===== config.mk =====
export PLATFORM = sky130hd
export DESIGN_NAME = lissajous_curve_generator_top
export DESIGN_NICKNAME = d
export VERILOG_FILES = /design/src/design/lcg_pkg.sv /design/src/design/lissajous_curve_generator_top.sv /design/src/design/lcg_cordic.sv
export VERILOG_INCLUDE_DIRS = /design/src /design/src/design
export SDC_FILE = /design/constraint.sdc
export NUM_CORES = 2
export LEC_CHECK = 0
export BUFFER_PORTS_ARGS = -buffer_cell sky130_fd_sc_hd__buf_2
export CORE_MARGIN = 1
export CORE_UTILIZATION = 55
export DETAILED_ROUTE_END_ITERATION = 10
export PLACE_DENSITY = 0.73
export SYNTH_ARGS = -nofsm -noshare
export SYNTH_HDL_FRONTEND = slang
export SYNTH_SLANG_ARGS = --single-unit

===== constraint.sdc =====
create_clock -name clock -period 11.8 [get_ports clock]
set_clock_uncertainty 0.2 [all_clocks]
set_input_delay 0 -clock clock [delete_from_list [all_inputs] [get_ports clock]]
set_output_delay 0 -clock clock [all_outputs]
set_load 0.01 [all_outputs]

===== src/design/lissajous_curve_generator_top_defines.svh =====
// Assertion macros shared by the Lissajous curve generator RTL.
`ifndef LISSAJOUS_CURVE_GENERATOR_TOP_DEFINES_SVH
`define LISSAJOUS_CURVE_GENERATOR_TOP_DEFINES_SVH

// Same-cycle implication, disabled while reset is high.
`define LCG_ASSERT_NOW(label, clk, rst, ante, cons, msg) \
   label: assert property (@(posedge clk) disable iff (rst) (ante) |-> (cons)) \
      else $error(msg);

// Next-cycle implication, disabled while reset is high.
`define LCG_ASSERT_NEXT(label, clk, rst, ante, cons, msg) \
   label: assert property (@(posedge clk) disable iff (rst) (ante) |=> (cons)) \
      else $error(msg);

`endif


===== src/design/lcg_pkg.sv =====
// Types, constants and helper functions shared by the Lissajous curve generator.
`default_nettype none

package lcg_pkg;

   // Fixed field widths.
   localparam int TIME_STEP_W  = 16;
   localparam int AMP_W        = 16;
   localparam int FREQ_W       = 24;
   localparam int ANGLE_W      = 16;
   localparam int SPEED_W      = 16;
   localparam int POS_W        = 17;
   localparam int CSR_IDX_W    = 3;
   localparam int CSR_DATA_W   = 24;

   // CORDIC datapath widths: Q2.30 vector, angle in 2^-32 turn.
   localparam int CORDIC_W     = 34;
   localparam int Z_W          = 32;
   localparam int ATAN_W       = 30;
   localparam int ATAN_IDX_W   = 5;
   localparam int Q15_W        = 16;

   localparam logic signed [CORDIC_W-1:0] CORDIC_GAIN = 34'sd652032875;
   localparam logic [SPEED_W-1:0] TIME_SPEED_RESET    = 16'd256;

   // Configuration register indexes.
   typedef enum logic [CSR_IDX_W-1:0] {
      CSR_X_AMPLITUDE    = 3'd0,
      CSR_Y_AMPLITUDE    = 3'd1,
      CSR_X_FREQUENCY    = 3'd2,
      CSR_Y_FREQUENCY    = 3'd3,
      CSR_X_PHASE_OFFSET = 3'd4,
      CSR_TIME_SPEED     = 3'd5
   } csr_index_type;

   // Sequencer states.
   typedef enum logic [3:0] {
      ST_IDLE,
      ST_DT,
      ST_FX,
      ST_FY,
      ST_ADDY,
      ST_ROT,
      ST_WAIT,
      ST_SX,
      ST_SY,
      ST_OUT
   } lcg_state_type;

   // Request to the rotation unit.
   typedef struct packed {
      logic                start;
      logic [ANGLE_W-1:0]  angle_x;
      logic [ANGLE_W-1:0]  angle_y;
   } rot_req_type;

   // Status from the rotation unit; sin_x and cos_y are signed Q1.15.
   typedef struct packed {
      logic                done;
      logic [Q15_W-1:0]    sin_x;
      logic [Q15_W-1:0]    cos_y;
   } rot_rsp_type;

   // Arctangent of 2^-i in 2^-32 turn.
   function automatic logic [ATAN_W-1:0] atan_turn(input logic [ATAN_IDX_W-1:0] idx);
      logic [ATAN_W-1:0] val;
      unique case (idx)
         5'd0:  val = 30'd536870912;
         5'd1:  val = 30'd316933406;
         5'd2:  val = 30'd167458907;
         5'd3:  val = 30'd85004756;
         5'd4:  val = 30'd42667331;
         5'd5:  val = 30'd21354465;
         5'd6:  val = 30'd10679838;
         5'd7:  val = 30'd5340245;
         5'd8:  val = 30'd2670163;
         5'd9:  val = 30'd1335087;
         5'd10: val = 30'd667544;
         5'd11: val = 30'd333772;
         5'd12: val = 30'd166886;
         5'd13: val = 30'd83443;
         5'd14: val = 30'd41722;
         5'd15: val = 30'd20861;
         5'd16: val = 30'd10430;
         5'd17: val = 30'd5215;
         5'd18: val = 30'd2608;
         5'd19: val = 30'd1304;
         5'd20: val = 30'd652;
         5'd21: val = 30'd326;
         5'd22: val = 30'd163;
         5'd23: val = 30'd81;
         default: val = '0;
      endcase
      return val;
   endfunction

   // Round a Q2.30 value half up to Q1.15 and saturate to +/-32767.
   function automatic logic signed [Q15_W-1:0] to_q15(input logic signed [CORDIC_W-1:0] v);
      logic signed [CORDIC_W-1:0] biased;
      logic signed [18:0]         r;
      logic signed [Q15_W-1:0]    res;
      biased = v + 34'sd16384;
      r      = 19'(biased >>> 15);
      if (r > 19'sd32767) begin
         res = 16'sd32767;
      end else if (r < -19'sd32767) begin
         res = -16'sd32767;
      end else begin
         res = 16'(r);
      end
      return res;
   endfunction

endpackage

`default_nettype wire


===== src/design/lissajous_curve_generator_top.sv =====
// One request at a time: a new request is taken only in idle, after the last point reaches the
// output register; the pace is set by the iterative CORDIC rotation and the single shared
// multiplier that the sequencer uses five times per request.
// A finished result waits in the output register while the next request is taken.
// Reset (synchronous, active high) clears both phases, the sequencer and the output valid;
// registers return to zero except time_speed, which returns to 1.0 (256).
`default_nettype none

module lissajous_curve_generator_top #(
   parameter int PHASE_BITS     = 32,
   parameter int CORDIC_STEPS   = 16,
   parameter int AMPLITUDE_BITS = 16
) (
   input  wire         clock,
   input  wire         reset,
   // Request channel.
   input  wire         req_tvalid,
   output logic        req_tready,
   input  wire  [15:0] req_tdata,   // [15:0] time_step
   input  wire         req_tuser,   // [0] restart
   // Result channel.
   output logic        rsp_tvalid,
   input  wire         rsp_tready,
   output logic [39:0] rsp_tdata,   // [16:0] pos_x, [33:17] pos_y, [39:34] zero
   // Configuration write port.
   input  wire         csr_we,
   input  wire  [2:0]  csr_index,
   input  wire  [23:0] csr_wdata
);

   `include "lissajous_curve_generator_top_defines.svh"

   localparam int AMP_KEEP = (AMPLITUDE_BITS < lcg_pkg::AMP_W) ? AMPLITUDE_BITS : lcg_pkg::AMP_W;
   localparam logic [lcg_pkg::AMP_W-1:0] AMP_MASK =
      lcg_pkg::AMP_W'((17'd1 << AMP_KEEP) - 17'd1);
   localparam int PROD_W = 58;
   localparam int WIDE_W = 56 + PHASE_BITS;

   // Configuration registers.
   logic [lcg_pkg::AMP_W-1:0]   x_amp_ff, y_amp_ff;
   logic [lcg_pkg::FREQ_W-1:0]  x_freq_ff, y_freq_ff;
   logic [lcg_pkg::ANGLE_W-1:0] x_offset_ff;
   logic [lcg_pkg::SPEED_W-1:0] speed_ff;

   // Sequencer and datapath.
   lcg_pkg::lcg_state_type state_ff, state_in;
   logic [lcg_pkg::TIME_STEP_W-1:0] step_ff;
   logic [31:0]                     dt_ff;
   logic [PHASE_BITS-1:0]           x_phase_ff, y_phase_ff, phase_inc;
   logic [WIDE_W-1:0]               prod_wide;
   logic signed [32:0]              mul_a;
   logic signed [24:0]              mul_b;
   logic                            mul_en;
   logic signed [PROD_W-1:0]        prod_ff, prod_rnd;
   logic [lcg_pkg::POS_W-1:0]       pos_x_ff;
   logic                            rsp_tvalid_ff;
   logic [2*lcg_pkg::POS_W-1:0]     rsp_data_ff;
   logic                            out_free;
   logic                            rot_start;
   lcg_pkg::rot_req_type            rot_req;
   lcg_pkg::rot_rsp_type            rot_rsp;

   // Configuration writes; unknown indexes are ignored.
   always_ff @(posedge clock) begin
      if (reset) begin
         x_amp_ff    <= '0;
         y_amp_ff    <= '0;
         x_freq_ff   <= '0;
         y_freq_ff   <= '0;
         x_offset_ff <= '0;
         speed_ff    <= lcg_pkg::TIME_SPEED_RESET;
      end else if (csr_we) begin
         unique case (csr_index)
            lcg_pkg::CSR_X_AMPLITUDE:    x_amp_ff    <= csr_wdata[15:0];
            lcg_pkg::CSR_Y_AMPLITUDE:    y_amp_ff    <= csr_wdata[15:0];
            lcg_pkg::CSR_X_FREQUENCY:    x_freq_ff   <= csr_wdata;
            lcg_pkg::CSR_Y_FREQUENCY:    y_freq_ff   <= csr_wdata;
            lcg_pkg::CSR_X_PHASE_OFFSET: x_offset_ff <= csr_wdata[15:0];
            lcg_pkg::CSR_TIME_SPEED:     speed_ff    <= csr_wdata[15:0];
            default: ;
         endcase
      end
   end

   assign out_free = !rsp_tvalid_ff || rsp_tready;

   // Next state.
   always_comb begin
      state_in = state_ff;
      unique case (state_ff)
         lcg_pkg::ST_IDLE: if (req_tvalid) state_in = lcg_pkg::ST_DT;
         lcg_pkg::ST_DT:   state_in = lcg_pkg::ST_FX;
         lcg_pkg::ST_FX:   state_in = lcg_pkg::ST_FY;
         lcg_pkg::ST_FY:   state_in = lcg_pkg::ST_ADDY;
         lcg_pkg::ST_ADDY: state_in = lcg_pkg::ST_ROT;
         lcg_pkg::ST_ROT:  state_in = lcg_pkg::ST_WAIT;
         lcg_pkg::ST_WAIT: if (rot_rsp.done) state_in = lcg_pkg::ST_SX;
         lcg_pkg::ST_SX:   state_in = lcg_pkg::ST_SY;
         lcg_pkg::ST_SY:   state_in = lcg_pkg::ST_OUT;
         lcg_pkg::ST_OUT:  if (out_free) state_in = lcg_pkg::ST_IDLE;
         default:          state_in = lcg_pkg::ST_IDLE;
      endcase
   end

   // Sequencer outputs: handshake, rotation start and shared multiplier operands.
   always_comb begin
      req_tready = 1'b0;
      rot_start  = 1'b0;
      mul_en     = 1'b0;
      mul_a      = '0;
      mul_b      = '0;
      unique case (state_ff)
         lcg_pkg::ST_IDLE: req_tready = 1'b1;
         lcg_pkg::ST_DT: begin
            mul_en = 1'b1;
            mul_a  = $signed({17'b0, step_ff});
            mul_b  = $signed({9'b0, speed_ff});
         end
         lcg_pkg::ST_FX: begin
            mul_en = 1'b1;
            mul_a  = $signed({1'b0, prod_ff[31:0]});
            mul_b  = $signed({1'b0, x_freq_ff});
         end
         lcg_pkg::ST_FY: begin
            mul_en = 1'b1;
            mul_a  = $signed({1'b0, dt_ff});
            mul_b  = $signed({1'b0, y_freq_ff});
         end
         lcg_pkg::ST_ROT: rot_start = 1'b1;
         lcg_pkg::ST_SX: begin
            mul_en = 1'b1;
            mul_a  = 33'($signed(rot_rsp.sin_x));
            mul_b  = $signed({9'b0, x_amp_ff & AMP_MASK});
         end
         lcg_pkg::ST_SY: begin
            mul_en = 1'b1;
            mul_a  = 33'($signed(rot_rsp.cos_y));
            mul_b  = $signed({9'b0, y_amp_ff & AMP_MASK});
         end
         default: ;
      endcase
   end

   // Phase increment: bits [39 : 40 - PHASE_BITS] of the Q16.40 product, zero-filled below.
   assign prod_wide = {prod_ff[55:0], {PHASE_BITS{1'b0}}};
   assign phase_inc = prod_wide[40 + PHASE_BITS - 1 : 40];

   // Rotation request; the angles come from the top 16 phase bits.
   assign rot_req = '{
      start:   rot_start,
      angle_x: x_phase_ff[PHASE_BITS-1 -: lcg_pkg::ANGLE_W] + x_offset_ff,
      angle_y: y_phase_ff[PHASE_BITS-1 -: lcg_pkg::ANGLE_W]
   };

   // Amplitude product rounded half up by a shift of 15.
   assign prod_rnd = prod_ff + 58'sd16384;

   lcg_cordic #(
      .CORDIC_STEPS(CORDIC_STEPS)
   ) u_cordic (
      .clock(clock),
      .reset(reset),
      .req  (rot_req),
      .rsp  (rot_rsp)
   );

   // State, phases and output valid.
   always_ff @(posedge clock) begin
      if (reset) begin
         state_ff      <= lcg_pkg::ST_IDLE;
         x_phase_ff    <= '0;
         y_phase_ff    <= '0;
         rsp_tvalid_ff <= 1'b0;
      end else begin
         state_ff <= state_in;
         if (req_tvalid && req_tready && req_tuser) begin
            x_phase_ff <= '0;
            y_phase_ff <= '0;
         end
         if (state_ff == lcg_pkg::ST_FY) begin
            x_phase_ff <= x_phase_ff + phase_inc;
         end
         if (state_ff == lcg_pkg::ST_ADDY) begin
            y_phase_ff <= y_phase_ff + phase_inc;
         end
         if (state_ff == lcg_pkg::ST_OUT && out_free) begin
            rsp_tvalid_ff <= 1'b1;
         end else if (rsp_tready) begin
            rsp_tvalid_ff <= 1'b0;
         end
      end
   end

   // Payload registers.
   always_ff @(posedge clock) begin
      if (req_tvalid && req_tready) begin
         step_ff <= req_tdata;
      end
      if (mul_en) begin
         prod_ff <= mul_a * mul_b;
      end
      if (state_ff == lcg_pkg::ST_FX) begin
         dt_ff <= prod_ff[31:0];
      end
      if (state_ff == lcg_pkg::ST_SY) begin
         pos_x_ff <= prod_rnd[31:15];
      end
      if (state_ff == lcg_pkg::ST_OUT && out_free) begin
         rsp_data_ff <= {prod_rnd[31:15], pos_x_ff};
      end
   end

   assign rsp_tvalid = rsp_tvalid_ff;
   assign rsp_tdata  = {6'b0, rsp_data_ff};

   // An accepted request always starts with the time scaling step.
   `LCG_ASSERT_NEXT(a_accept_starts, clock, reset, req_tvalid && req_tready,
      state_ff == lcg_pkg::ST_DT, "accepted request did not start the sequence")
   // The rotation unit finishes only while the sequencer waits for it.
   `LCG_ASSERT_NOW(a_done_in_wait, clock, reset, rot_rsp.done,
      state_ff == lcg_pkg::ST_WAIT, "rotation finished outside the wait state")
   // A finished point moves to the output register and frees the block.
   `LCG_ASSERT_NEXT(a_out_loads, clock, reset, state_ff == lcg_pkg::ST_OUT && out_free,
      rsp_tvalid && state_ff == lcg_pkg::ST_IDLE, "finished point was not presented")

endmodule

`default_nettype wire


===== src/design/lcg_cordic.sv =====
// Two-lane iterative rotation-mode CORDIC giving sine of the x angle and cosine of the y angle.
`default_nettype none

module lcg_cordic #(
   parameter int CORDIC_STEPS = 16
) (
   input  wire                 clock,
   input  wire                 reset,
   input  lcg_pkg::rot_req_type req,
   output lcg_pkg::rot_rsp_type rsp
);

   localparam int ITER_W = $clog2(CORDIC_STEPS);
   localparam logic [ITER_W-1:0] ITER_LAST = ITER_W'(CORDIC_STEPS - 1);

   // Iteration control.
   logic              busy_ff, busy_in;
   logic              done_ff, done_in;
   logic [ITER_W-1:0] iter_ff, iter_in;
   logic [lcg_pkg::ATAN_IDX_W-1:0] atan_idx;
   logic signed [lcg_pkg::Z_W-1:0] atan_z;

   // Per-lane vector, residual angle and quadrant; lane 0 is x, lane 1 is y.
   logic signed [lcg_pkg::CORDIC_W-1:0] x_ff[2], x_in[2];
   logic signed [lcg_pkg::CORDIC_W-1:0] y_ff[2], y_in[2];
   logic signed [lcg_pkg::CORDIC_W-1:0] xs[2], ys[2];
   logic signed [lcg_pkg::Z_W-1:0]      z_ff[2], z_in[2];
   logic [1:0]                          quad_ff[2], quad_in[2];
   logic [lcg_pkg::ANGLE_W-1:0]         angle[2];
   logic signed [lcg_pkg::Q15_W-1:0]    cos_r[2], sin_r[2];
   logic signed [lcg_pkg::Q15_W-1:0]    sin_x, cos_y;

   assign angle[0] = req.angle_x;
   assign angle[1] = req.angle_y;
   assign atan_idx = lcg_pkg::ATAN_IDX_W'(iter_ff);
   assign atan_z   = $signed({2'b00, lcg_pkg::atan_turn(atan_idx)});

   // Counter: runs CORDIC_STEPS iterations after a start, then pulses done.
   always_comb begin
      busy_in = busy_ff;
      done_in = 1'b0;
      iter_in = iter_ff;
      if (req.start) begin
         busy_in = 1'b1;
         iter_in = '0;
      end else if (busy_ff) begin
         iter_in = iter_ff + 1'b1;
         if (iter_ff == ITER_LAST) begin
            busy_in = 1'b0;
            done_in = 1'b1;
         end
      end
   end

   // One micro-rotation per lane and cycle while busy.
   always_comb begin
      for (int l = 0; l < 2; l++) begin
         xs[l]      = x_ff[l] >>> iter_ff;
         ys[l]      = y_ff[l] >>> iter_ff;
         x_in[l]    = x_ff[l];
         y_in[l]    = y_ff[l];
         z_in[l]    = z_ff[l];
         quad_in[l] = quad_ff[l];
         if (req.start) begin
            x_in[l]    = lcg_pkg::CORDIC_GAIN;
            y_in[l]    = '0;
            z_in[l]    = $signed({2'b00, angle[l][13:0], 16'b0});
            quad_in[l] = angle[l][15:14];
         end else if (busy_ff) begin
            if (!z_ff[l][lcg_pkg::Z_W-1]) begin
               x_in[l] = x_ff[l] - ys[l];
               y_in[l] = y_ff[l] + xs[l];
               z_in[l] = z_ff[l] - atan_z;
            end else begin
               x_in[l] = x_ff[l] + ys[l];
               y_in[l] = y_ff[l] - xs[l];
               z_in[l] = z_ff[l] + atan_z;
            end
         end
      end
   end

   always_ff @(posedge clock) begin
      if (reset) begin
         busy_ff <= 1'b0;
         done_ff <= 1'b0;
      end else begin
         busy_ff <= busy_in;
         done_ff <= done_in;
      end
      iter_ff <= iter_in;
      for (int l = 0; l < 2; l++) begin
         x_ff[l]    <= x_in[l];
         y_ff[l]    <= y_in[l];
         z_ff[l]    <= z_in[l];
         quad_ff[l] <= quad_in[l];
      end
   end

   // Round each lane to Q1.15.
   always_comb begin
      for (int l = 0; l < 2; l++) begin
         cos_r[l] = lcg_pkg::to_q15(x_ff[l]);
         sin_r[l] = lcg_pkg::to_q15(y_ff[l]);
      end
   end

   // Fold the quadrant back in: sine for x, cosine for y.
   always_comb begin
      unique case (quad_ff[0])
         2'd0:    sin_x = sin_r[0];
         2'd1:    sin_x = cos_r[0];
         2'd2:    sin_x = -sin_r[0];
         default: sin_x = -cos_r[0];
      endcase
      unique case (quad_ff[1])
         2'd0:    cos_y = cos_r[1];
         2'd1:    cos_y = -sin_r[1];
         2'd2:    cos_y = -cos_r[1];
         default: cos_y = sin_r[1];
      endcase
   end

   assign rsp.done  = done_ff;
   assign rsp.sin_x = sin_x;
   assign rsp.cos_y = cos_y;

endmodule

`default_nettype wire


==> results.cfg <==
[power_and_ir_drop]
p_leak_nw = 31.8
total_power_mw = 20.9
power_density_nw_per_um2 = 281
vdd_drop_max_v = 0.000229

[final_layout]
layout-drive-gt1-share = 0.0994
fin_nets = 9082
final_area_um2 = 74400
fillers = 10400
final-instance-count-excl-fill = 9735
syn2layout_area_growth_pct = 9.43

[setup_path]
start_kind = register
reg2regPathDepth = 36
worstReg2RegStart = u_cordic.y_ff[0][14]$_SDFFE_PP0P_
crit_path_frequent_cell = fa_1
critPathTopFamily = adder cells
required_ps = 12030
end_kind = register
worst-path-buf-inv = 7
cp-endpoint = prod_ff[39]$_DFFE_PP_
slowest_delay_ps = 600
rrSetupSlack_ps = 590
worstSetupPathType = reg2reg
arrival_ps = 11440
crit_slowest_cell = nor2b_1
cp-startpoint = u_cordic.y_ff[0][14]$_SDFFE_PP0P_
worstPathMaxFanout = 33
reg2reg_to = prod_ff[39]$_DFFE_PP_
crit_cells = 36

[logic_synthesis]
synth_top_area_cell = fa_1
synth_seq_cells = 560
syn_avg_cell_area_um2 = 8.50
synth_warnings = 0
synth_top_area_share = 0.168
synth_edf_count = 171
ys_types = 106
yosysSeqAreaShare = 0.190
synth_area_leaders = fa_1 (17%), dfxtp_1 (11%), ha_1 (7.6%), edfxtp_1 (7.6%), nand2_1 (5.8%)
netlist_area_um2 = 68000
synth_cells = 7991
yosysMostFrequentCell = nand2_1
yosys-top-cells-count = nand2_1 (1057), inv_1 (808), nor2_1 (662)
synthFlopType = dfxtp_1
synthArstFlopShare = 0

[worst_hold_path]
hold_class = in2reg

[clocking]
cts_tree = yes
root_buffer = clkbuf_16
cts_sinks = 560
numCtsBuffers = 72
cts.path.max_buffers = 3
clk_pin_slew_ps = 60
clkLatencyLatePin_ps = 710
htree_levels = 3

[global_routing]
overflow = 0
grt_pass1_vias = 59000
antenna_found_initial = 6
grt_max_degree = 121
track_usage = 0.339
grt_pass1_wl_um = 335000

[route]
wl_per_cell_um = 22.0
drc_errors = 0
dr.max_layer_used = met5
met1Wirelength_um = 85700
final_antenna_net_count = 0
drt-initial-drc-count = 6209
drt_wl_total_um = 214000
via_count = 60000
via_per_inst = 6.16
wl_met2_um = 97000
met3WireLength_um = 20200
drt_pass1_iterations = 6

[floorplan]
core_area_um2 = 122000
rows = 128
die_x_um = 353
initial_core_util = 0.556
fp.dieH_um = 353
dieArea_um2 = 125000
pin_count = 91

[job]
maxCapViolCount = 0

[status]
outcome = finished clean

[timing]
rsz0062_at_grt = false
final.setup.tns_ps = 0
setup_viol_count_final = 0
period_minus_slack_ps = 11210
max_freq_mhz = 89.2
period_share = 0.950
relSlewSlack = 0.184
drv_slew = 0
setup_slack_ps = 590
worst_slew_pin_slew_ps = 1220
hold_viol_final = 0

[placed_design]
dp.cells = 9486
place_area_um2 = 70500
place.gp.congestion = 0.999
io_buffers = 84
dp_hpwl_um = 161000
place_ws_ps = -91.0
## metrics by stage
stage | utilization | hold slack (ps)
after floorplan | - | -101
after global placement | 0.577 | -22.1
after detailed placement | 0.577 | -21.9
after CTS | 0.606 | 3.28
after global routing | 0.608 | 63.3
final | 0.608 | 45.7
## cell families (layout without fill, tap and decap cells)
family                     Yosys count  after routing  synth area share
and+or+nand+nor                   2576           2576             0.173
buffers and inverters             1276           1387            0.0738
muxes                              398            398            0.0922
DFF                                560            560             0.190
xor gates and xnor gates           580            580            0.0754
adders and majority gates          983            983             0.244
AOI/OAI and AO/OA                 1617           1617             0.151
other                                1              9         0.0000552
## worst min-delay path by stage
stage | slack, ps | cells after the start | endpoint | from
2_1_floorplan | -100 | 0 | step_ff[0]$_DFFE_PP_ | req_tdata[0]
3_3_place_gp | -20 | 1 | step_ff[1]$_DFFE_PP_ | req_tdata[1]
3_5_place_dp | -20 | 1 | step_ff[5]$_DFFE_PP_ | req_tdata[5]
4_1_cts | 3 | 4 | rsp_tvalid$_SDFFE_PP0P_ | rsp_tready
5_1_grt | 60 | 4 | rsp_tvalid$_SDFFE_PP0P_ | rsp_tready
6_report | 50 | 4 | rsp_tvalid$_SDFFE_PP0P_ | rsp_tready
## metal layers
layer,vias to the layer above,global-route usage
met5,-,0
met4,4,0.156
met3,578,0.0605
met2,2882,0.539
met1,29100,0.450
li1,27400,-
## where the power goes
part / switching (mW) / total [mW] / internal, mW
Sequential: 0.690 / 3.11 / 2.42
Combinational: 8.80 / 15.3 / 6.53
Clock: 0.987 / 2.41 / 1.43
Total: 10.5 / 20.9 / 10.4
## timing repair
item | in CTS | in global routing
hold endpoints to repair | 204 | 0
buffers inserted | 0 | 10
pin swaps | 0 | 4
gates resized for setup | 3 | 45
setup endpoints to repair | 2 | 12
hold buffers | 105 | 0
## area by class of cell
class	count	area [um2]	share of cell area
timing repair buffer	443	3430	0.0461
clock buffer	95	2050	0.0276
tap	1625	2030	0.0273
inverter	813	3060	0.0411
antenna	3	7.51	0.000101
sequential	560	13000	0.174
multi-input combinational	6160	50300	0.677
clock inverter	36	510	0.00687
## worst register-to-register path: cells and delay by family, from the launching register on
family	cells	cell delay, ps
AND/OR/NAND/NOR	8	2160
flip-flops	1	400
adder cells (fa/ha/maj)	9	4240
multiplexers	1	400
AO/OA/AOI/OAI	10	2410
buffers and inverters	7	1030
XOR/XNOR	1	90
## placed cells by master (no fill, tap or decap), drive strengths merged, types with 41 or more instances in the layout
master | synthesis | final
buf | 130 | 338
a22oi | 109 | 109
clkbuf | 333 | 95
nand4 | 41 | 41
or3 | 44 | 44
and2 | 135 | 135
and3 | 74 | 74
nor3 | 139 | 139
nand2 | 1057 | 1057
xnor2 | 330 | 330
xor2 | 247 | 247
o21bai | 50 | 50
a31oi | 70 | 70
dlygate4sd3 | 0 | 105
fa | 569 | 569
nor2b | 52 | 52
ha | 414 | 414
o21ai | 315 | 315
nor2 | 662 | 662
mux2 | 67 | 67
nand2b | 74 | 74
mux2i | 165 | 165
nand3 | 152 | 152
dfxtp | 389 | 389
mux4 | 166 | 166
o21a | 73 | 73
a211oi | 47 | 47
a21oi | 538 | 538
inv | 812 | 823
a21o | 92 | 92
o211ai | 45 | 45
edfxtp | 171 | 171
## registers in the layout (all words and copies together) (netlist names), 16 cells and up
register	flops
x_phase_ff	32
dt_ff	32
y_phase_ff	32
x_freq_ff	24
u_cordic.y_ff	68
u_cordic.atan_z	30
pos_x_ff	17
u_cordic.z_ff	64
y_amp_ff	16
y_freq_ff	24
x_amp_ff	16
rsp_data_ff	34
step_ff	16
x_offset_ff	16
speed_ff	16
prod_ff	40
u_cordic.x_ff	68
No activity file was read; power rests on OpenSTA's default activity.
